[src/hw/rtl/lkf_pkg.sv]
// lkf_pkg: shared types, widths and register codes of the optical flow block
// no dependencies; imported by every other file of the block
`default_nettype none

package lkf_pkg;

   localparam int MAX_WIDTH_DEF  = 2048;
   localparam int MAX_RADIUS_DEF = 7;

   localparam int PIX_W  = 8;
   localparam int CX_W   = 11;
   localparam int CY_W   = 12;
   localparam int FLOW_W = 16;

   localparam int CSR_IDX_W  = 2;
   localparam int CSR_DATA_W = 12;

   localparam logic [CSR_IDX_W-1:0] REG_IMAGE_WIDTH   = 2'd0;
   localparam logic [CSR_IDX_W-1:0] REG_IMAGE_HEIGHT  = 2'd1;
   localparam logic [CSR_IDX_W-1:0] REG_WINDOW_RADIUS = 2'd2;

   localparam logic [11:0] WIDTH_RESET  = 12'd640;
   localparam logic [11:0] HEIGHT_RESET = 12'd480;
   localparam logic [2:0]  RADIUS_RESET = 3'd2;

   // window sums, products of two sums, difference of two products
   localparam int ACC_W  = 27;
   localparam int PROD_W = 2 * ACC_W;
   localparam int NUM_W  = PROD_W + 1;
   localparam int QUO_W  = 18;

   typedef enum logic [2:0] {
      ST_IDLE,
      ST_PIX,
      ST_FIN,
      ST_DIV_X,
      ST_DIV_Y,
      ST_OUT
   } state_type;

   typedef struct packed {
      logic             start;
      logic [NUM_W-1:0] num;
      logic [NUM_W-1:0] den;
   } div_req_type;

   typedef struct packed {
      logic              done;
      logic [FLOW_W-1:0] quot;
   } div_rsp_type;

endpackage

`default_nettype wire

[src/hw/rtl/lkf_divider.sv]
// lkf_divider: restoring divider, one quotient bit per cycle, Q8.8 rounding
// and saturation of num*256/den; depends on lkf_pkg
`default_nettype none

module lkf_divider
   import lkf_pkg::*;
(
   input  wire logic        clock,
   input  wire logic        reset,
   input  wire div_req_type req,
   output div_rsp_type      rsp
);

   localparam int DIV_W = NUM_W + QUO_W + 1;
   localparam int CNT_W = $clog2(QUO_W);

   logic             busy_ff, busy_in;
   logic             done_ff, done_in;
   logic [CNT_W-1:0] cnt_ff, cnt_in;
   logic [DIV_W-1:0] rem_ff, rem_in;
   logic [DIV_W-1:0] dsh_ff, dsh_in;
   logic [QUO_W-1:0] q_ff, q_in;
   logic             neg_ff, neg_in;

   logic [NUM_W-1:0] mag;
   logic             ge;
   logic [QUO_W-2:0] qm;

   always_comb begin
      busy_in = busy_ff;
      done_in = 1'b0;
      cnt_in  = cnt_ff;
      rem_in  = rem_ff;
      dsh_in  = dsh_ff;
      q_in    = q_ff;
      neg_in  = neg_ff;
      mag     = req.num[NUM_W-1] ? NUM_W'(-req.num) : req.num;
      ge      = rem_ff >= dsh_ff;
      if (req.start) begin
         busy_in = 1'b1;
         cnt_in  = CNT_W'(QUO_W - 1);
         rem_in  = (DIV_W'(mag) << 9) + DIV_W'(req.den);
         dsh_in  = DIV_W'(req.den) << QUO_W;
         q_in    = '0;
         neg_in  = req.num[NUM_W-1];
      end else if (busy_ff) begin
         rem_in = ge ? rem_ff - dsh_ff : rem_ff;
         dsh_in = dsh_ff >> 1;
         q_in   = {q_ff[QUO_W-2:0], ge};
         if (cnt_ff == '0) begin
            busy_in = 1'b0;
            done_in = 1'b1;
         end else begin
            cnt_in = cnt_ff - CNT_W'(1);
         end
      end
   end

   always_ff @(posedge clock) begin
      if (reset) begin
         busy_ff <= 1'b0;
         done_ff <= 1'b0;
      end else begin
         busy_ff <= busy_in;
         done_ff <= done_in;
      end
      cnt_ff <= cnt_in;
      rem_ff <= rem_in;
      dsh_ff <= dsh_in;
      q_ff   <= q_in;
      neg_ff <= neg_in;
   end

   // top quotient bit set means the quotient is beyond any Q8.8 value
   always_comb begin
      qm       = q_ff[QUO_W-2:0];
      rsp.done = done_ff;
      if (neg_ff) begin
         if (q_ff[QUO_W-1] || qm > (QUO_W-1)'(32768)) begin
            rsp.quot = 16'h8000;
         end else begin
            rsp.quot = FLOW_W'(-qm);
         end
      end else begin
         if (q_ff[QUO_W-1] || qm > (QUO_W-1)'(32767)) begin
            rsp.quot = 16'h7FFF;
         end else begin
            rsp.quot = FLOW_W'(qm);
         end
      end
   end

   assert property (@(posedge clock) disable iff (reset) req.start |=> busy_ff)
      else $error("divider did not start");
   assert property (@(posedge clock) disable iff (reset) done_ff |-> !busy_ff)
      else $error("divider done while busy");
   assert property (@(posedge clock) disable iff (reset)
                    busy_ff && cnt_ff == '0 |=> done_ff)
      else $error("divider missed done");

endmodule

`default_nettype wire

[config.mk]
export PLATFORM = sky130hd
export DESIGN_NAME = lkf_divider
export DESIGN_NICKNAME = d
export VERILOG_FILES = /design/src/hw/rtl/lkf_pkg.sv /design/src/hw/rtl/lkf_divider.sv
export SDC_FILE = /design/constraint.sdc
export NUM_CORES = 1
export LEC_CHECK = 0
export ABC_CLOCK_PERIOD_IN_PS = 7700
export BUFFER_PORTS_ARGS = -buffer_cell sky130_fd_sc_hd__buf_4
export CAP_MARGIN = 5
export CORE_ASPECT_RATIO = 1.5
export CORE_MARGIN = 4
export CORE_UTILIZATION = 50
export DETAILED_ROUTE_END_ITERATION = 8
export PLACE_DENSITY = 0.73
export RECOVER_POWER = 50
export REMOVE_ABC_BUFFERS = 1
export SLEW_MARGIN = 30
export SYNTH_ARGS = -nofsm -noshare
export SYNTH_HDL_FRONTEND = slang
export SYNTH_SLANG_ARGS = --single-unit
[constraint.sdc]
create_clock -name clock -period 7.7 [get_ports clock]
set_clock_uncertainty 0.05 [all_clocks]
set_input_delay 0.385 -clock clock [delete_from_list [all_inputs] [get_ports clock]]
set_output_delay 0.385 -clock clock [all_outputs]
set_load 0.03 [all_outputs]
==> flow_summary_export.csv, run 1 <==
group,metric,value,unit
status,outcome,"finished with violations",
status,violations,"capacitance limit, slew limit",
power_and_ir_drop,pwr-share-comb,58.3,%
clock_network,cts_resized,0,
place,hpwlAfterDp,36200,um
setup_path,endpoint_kind,"register",
sta,setup_ws,1.71,ns
place,numPortBuffers,129,
synth,synth_top_area_share,24.5,%
floorplanning,start_util,51.1,%
clock_network,post_cts_buffers,0,
place,post-place-ws,1.87,ns
finish,nets,2243,
clock_network,cts-hold-fix-buffers,0,
setup_path,r2r-start,"rem_ff[0]",
floorplanning,die_area,34900,sq um
finish,area_growth,11.0,%
clock_network,clkTransAtPathRegs,0.07,ns
clock_network,cts-htree-levels,4,
setup_path,r2r_cells,14,
place,dpl-instance-area,17200,sq um
floorplanning,ios,130,
route,via_count,14680,
place,place_congestion,0.907,
synth,synthFlopType,"edfxtp_1",
sta,tightest_slew,3.22,ns
hold_path,whs_path_depth,2,
power_and_ir_drop,ir_worst_vdd,0.000202,V
sta,hold_viol_final,0,
synth,netlist_area,16000,sq um
sta,rsz0062_at_grt,"no",
place,dp.cells,2384,
setup_path,critPathLaunchType,"primary input",
synth,synth_seq_area_share,29.9,%
route,wl_per_cell,19.0,um
synth,synth_edf_count,130,
power_and_ir_drop,power_switching,0.00241,W
synth,syn_inst,1930,
route,route.antenna.remaining_nets,0,
synth,synthTopCellsByCount,"217 x nand2_1, 146 x nor2_1, 141 x a21oi_1",
power_and_ir_drop,internal-power,0.00310,W
sta,fin_hold_ws,0.0403,ns
setup_path,crit_required,7.80,ns
clock_network,tritoncts,"done",
power_and_ir_drop,clkPwrFrac,16.2,%
route,wl,45800,um
sta,setup_tns,0,ns
finish,diodes,0,
power_and_ir_drop,swShare,43.8,%
synth,synth_top_area_cell,"edfxtp_1",
grt,top_usage_layer,"met2",
route,vias_per_cell,6.08,
sta,slew_violations,295,
sta,fin_crit,5.99,ns
route,first_iter_violations,1053,
setup_path,reg2reg_to,"rem_ff[13]",
hold_path,hp-start,"reset",
grt,met3_usage,3.27,%
sta,max_freq,167,MHz
synth,synth_seq_cells,173,
grt,grt_use_met2,47.3,%
grt,grt_pass1_wl,72600,um
synth,synth.most_common_cell,"nand2_1",
clock_network,clock-sinks,173,
route,drc,0,
flow_run,drv_cap,6,
power_and_ir_drop,leakage,7.31,nW
setup_path,crit_arrival,6.09,ns
grt,overflow,0,
grt,antenna_found_initial,0,
synth,synth_area_leaders,"edfxtp_1 24%, ha_1 10%, xnor2_1 6.0%",
clock_network,clockRootBuffer,"clkbuf_16",
grt,met1_usage,29.3,%
synth,ys_async_sr_fraction,0,%
clock_network,clock_latency,0.46,ns
floorplanning,core_area,31200,sq um
finish,drive_gt1_share,9.70,%
setup_path,path_class,"primary input to register",
route,drt_first_pass_iters,5,
sta,setup_violations,0,
synth,synth_area_per_cell,8.27,sq um
finish,fillCellCount,2966,
sta,period_share,77.8,%
hold_path,min_path_type,"primary input to register",
power_and_ir_drop,power_frac_seq,25.5,%
grt,grtUsageTotal,25.8,%
finish,multi_input_area,10400,sq um
synth,ys_warn_count,0,
floorplanning,core.rowCount,79,
hold_path,min_to,"busy_ff",
clock_network,clockBufferDepth,2,
setup_path,rrSetupSlack,2.83,ns
grt,grt_max_degree,100,
finish,final_cells,2416,
clock_network,cts_made_buffers,17,
finish,fin_area,17700,sq um
synth,synthDistinctLibCells,86,
power_and_ir_drop,p_per_area,311,nW/um^2
floorplanning,fp.dieW,154,um
finish,regArea,4760,sq um
floorplanning,die_h,227,um
setup_path,crit_fanout,56,
sta,relSlewSlack,-115,%
grt,grt_pass1_vias,14123,
## area by class of cell
class / instances / area share (%)
clock buffers: 19 / 2.50
clock inverters: 13 / 0.840
inverters: 108 / 2.29
multi-input cells: 1560 / 58.9
flip-flops and latches: 173 / 26.9
well taps: 405 / 2.86
repair buffers: 138 / 5.69
## cell usage in the layout, fill, tap and decap left out, types with 7 or more instances in the layout
cell,count
xnor2_1,110
nor2b_1,16
nor2_1,146
nand3_1,49
nand4_1,33
o21ai_0,138
o31ai_1,83
nor4_1,10
or3_1,22
xor2_1,47
mux2i_1,39
o311ai_0,9
buf_4,128
and3_1,15
a221oi_1,9
o21bai_1,21
nand2b_1,21
dfxtp_1,43
a31oi_1,17
or2_2,8
ha_1,130
o41ai_1,7
a211oi_1,18
o21a_1,9
clkbuf_16,17
nand2_1,217
clkbuf_1,10
edfxtp_1,130
a21o_1,81
inv_1,108
and2_1,12
a21oi_1,141
o211ai_1,10
nor3_1,35
## critical path: stages
cell	delay, ns
clkbuf_1	1.82
o21ai_0	0.41
xnor2_1	0.26
ha_1	0.40
nand2_1	0.12
o21ai_0	0.26
a32oi_1	0.22
o211ai_1	0.40
a41oi_1	0.30
o31ai_1	0.53
a41oi_1	0.28
o31ai_1	0.41
xnor2_1	0.18
mux2i_1	0.10
## state kept, by name, indices dropped and copies added, names as in the netlist
signal,count
rem_ff,74
cnt_ff,5
neg_ff,1
busy_ff,1
q_ff,18
done_ff,1
dsh_ff,73
## power groups by stage
| stage | Sequential [W] | Clock, W | Combinational (W) |
|---|---|---|---|
| floorplan | 0.00142 | 0 | 0.00237 |
| global placement | 0.00142 | 0 | 0.00312 |
| detailed placement | 0.00142 | 0 | 0.00315 |
| CTS | 0.00141 | 0.000906 | 0.00318 |
| global route | 0.00143 | 0.000943 | 0.00355 |
| finish | 0.00141 | 0.000894 | 0.00322 |
## logic make-up (layout without fill, tap and decap cells)
kind of cell / Yosys count / in the layout / share of synthesized area (%)
buf+inv: 197 / 278 / 4.71
mux: 44 / 44 / 2.80
xor+xnor: 160 / 160 / 8.92
simple gates: 623 / 623 / 18.7
fa+ha+maj: 132 / 132 / 10.4
compound gates: 601 / 601 / 24.6
flops: 173 / 173 / 29.9
## worst max path at each step
stage               startpoint          to  slack (ns)  cells after the start
floorplan              busy_ff   rem_ff[0]        0.78                      2
global placement       req[56]  rem_ff[60]        2.03                     20
detailed placement     req[56]  rem_ff[60]        1.87                     20
CTS                    req[56]  rem_ff[60]        2.33                     20
global route          req[109]  rem_ff[53]        1.20                     14
finish                req[109]  rem_ff[53]        1.71                     14
## metal layers
layer	part of all wire (%)	vias up
li1	-	7230
met1	40	6923
met2	51	415
met3	3.9	112
met4	5.4	0
met5	0	-
## metrics by stage
step | utilization (%) | total power, W
floorplan | - | 0.00379
global placement | 55.0 | 0.00454
detailed placement | 55.0 | 0.00458
CTS | 56.8 | 0.00549
global route | 56.7 | 0.00592
finish | 56.7 | 0.00552
No activity file was read; power rests on OpenSTA's default activity.
==> run 2: changes to the inputs <==
ABC_CLOCK_PERIOD_IN_PS = 5840   (was 7700)
clock period = 5.84 ns   (was 7.7 ns; I/O delays follow)
==> run 2 against run 1 <==
  * The run ends with DRC, capacitance limit, slew limit left
  * First-iteration DRC count is 7.1% higher
  * Power is 33% higher
  * Combinational power is 33% higher
  * Critical path type unchanged
==> flow_summary_export.csv, run 2 (synthesized netlist as in run 1, its figures left out) <==
group,metric,value,unit
status,outcome,"finished with violations",
status,violations,"DRC, capacitance limit, slew limit",
clock_network,clockRootBuffer,"clkbuf_16",
sta,rsz0062_at_grt,"no",
clock_network,tritoncts,"done",
power_and_ir_drop,p_per_area,412,nW/um^2
route,wl_per_cell,19.3,um
setup_path,r2r-start,"dsh_ff[17]",
floorplanning,core_area,31200,sq um
route,route.antenna.remaining_nets,0,
sta,tightest_slew,2.94,ns
floorplanning,ios,130,
sta,setup_tns,0,ns
clock_network,cts_resized,0,
setup_path,endpoint_kind,"register",
finish,regArea,4760,sq um
setup_path,cpMostUsedCell,"clkbuf_2",
route,wl,46700,um
route,vias_per_cell,6.11,
sta,setup_violations,0,
route,first_iter_violations,1128,
place,hpwlAfterDp,36500,um
route,drc,1,
finish,largest_reg_flops,74,
setup_path,crit_required,5.82,ns
grt,antenna_found_initial,0,
clock_network,clock-sinks,173,
setup_path,crit_arrival,5.12,ns
sta,fin_crit,5.14,ns
floorplanning,core.rowCount,79,
setup_path,rrSetupSlack,1.20,ns
setup_path,critPathLaunchType,"primary input",
clock_network,cts_made_buffers,17,
finish,multi_input_area,10400,sq um
grt,grt_max_degree,97,
floorplanning,start_util,51.1,%
hold_path,whs_path_depth,3,
clock_network,clockBufferDepth,2,
hold_path,min_path_type,"primary input to register",
finish,largest_registers,"rem_ff x74, dsh_ff x73, q_ff x18",
finish,diodes,0,
clock_network,post_cts_buffers,0,
hold_path,hp-start,"req[13]",
finish,nets,2246,
setup_path,crit_path_top_delay_cell,"clkbuf_1",
clock_network,clock_latency,0.45,ns
finish,fillCellCount,3012,
power_and_ir_drop,ir_worst_vdd,0.000235,V
place,place_congestion,0.886,
power_and_ir_drop,leakage,7.33,nW
setup_path,critPathMaxStageDelay,1.40,ns
sta,hold_viol_final,0,
grt,overflow,0,
sta,relSlewSlack,-96.1,%
sta,slew_violations,299,
finish,area_growth,11.2,%
place,numPortBuffers,129,
sta,max_freq,194,MHz
finish,max_flop_register,"rem_ff",
clock_network,cts-htree-levels,4,
setup_path,reg2reg_to,"rem_ff[36]",
power_and_ir_drop,fin_total_pwr,0.00731,W
setup_path,r2r_cells,13,
grt,grtUsageTotal,26.2,%
hold_path,min_to,"dsh_ff[31]",
setup_path,crit_fanout,96,
grt,grt_pass1_wl,74300,um
setup_path,path_class,"primary input to register",
finish,fin_util,56.8,%
sta,period_share,88.1,%
floorplanning,fp.dieW,154,um
route,drt_first_pass_iters,8,
floorplanning,die_area,34900,sq um
finish,final_cell_mix,"217 x nand2_1, 146 x nor2_1, 141 x a21oi_1, 138 x o21ai_0, 132 x buf_4",
setup_path,crit_chain,"clkbuf_2 > inv_1 > clkbuf_1 > nand2_1 > clkbuf_2",
finish,drive_gt1_share,9.93,%
floorplanning,die_h,227,um
flow_run,drv_cap,5,
route,via_count,14770,
grt,grt_pass1_vias,14667,
clock_network,clkTransAtPathRegs,0.07,ns
finish,final_common_cell,"nand2_1",
run 2: cell types whose count changed in the layout (fill, tap and decap cells not counted), moves of 2 or more:
cell | before | now
clkbuf_8 | 2 | 0
clkinv_4 | 0 | 2
clkbuf_2 | 0 | 2
inv_4 | 2 | 0
buf_4 | 128 | 132
clkbuf_1 | 10 | 6
run 2: power by group:
part	internal [W]	total (W)	switching [W]
clock	0.000640	0.00117	0.000526
sequential	0.00175	0.00186	0.000110
combinational	0.00170	0.00429	0.00259
total	0.00408	0.00731	0.00323
run 2: area by class of cell:
class	instances	share of cell area (%)
multi-input combinational	1560	58.8
timing repair buffer	141	5.91
tap	405	2.85
inverter	108	2.28
sequential	173	26.8
clock inverter	14	0.874
clock buffer	18	2.42
run 2: how the worst max path moves through the flow:
stage,startpoint,depth (start not counted),end,slack (ns)
2_1_floorplan,busy_ff,2,rem_ff[0],-1.08
3_3_place_gp,req[56],20,rem_ff[52],0.55
3_5_place_dp,req[56],20,rem_ff[52],0.36
4_1_cts,req[56],21,rem_ff[58],0.81
5_1_grt,req[110],5,dsh_ff[64],0.27
6_report,req[110],5,dsh_ff[66],0.70
run 2: timing repair:
item | CTS | global route
endpoints found under the hold margin | 2 | 0
hold buffers | 1 | 0
setup endpoints to repair | 0 | 0
run 2: metal layers:
metal  vias to the layer above  track usage [%]  share of wire, %
met5                         -                0                 0
met4                         0             12.9               5.1
met3                       119             2.71               3.9
met2                       445             48.6                52
met1                      6984             29.9                40
li1                       7222                -                 -
run 2: worst max-delay path: cells and delay by family:
kind / cells / cell delay, ns
buf+inv: 4 / 3.34
simple gates: 1 / 1.40
run 2: stage by stage:
step                hold slack (ns)  setup WS, ns  cells  cell area [sq um]
finish                       0.0933         0.698   2419              17800
floorplan                     0.311         -1.08   1841              15600
global route                 0.0960         0.268   2419              17800
global placement              0.378         0.554   2386              17200
CTS                          0.0766         0.814   2419              17800
detailed placement            0.381         0.361   2386              17200
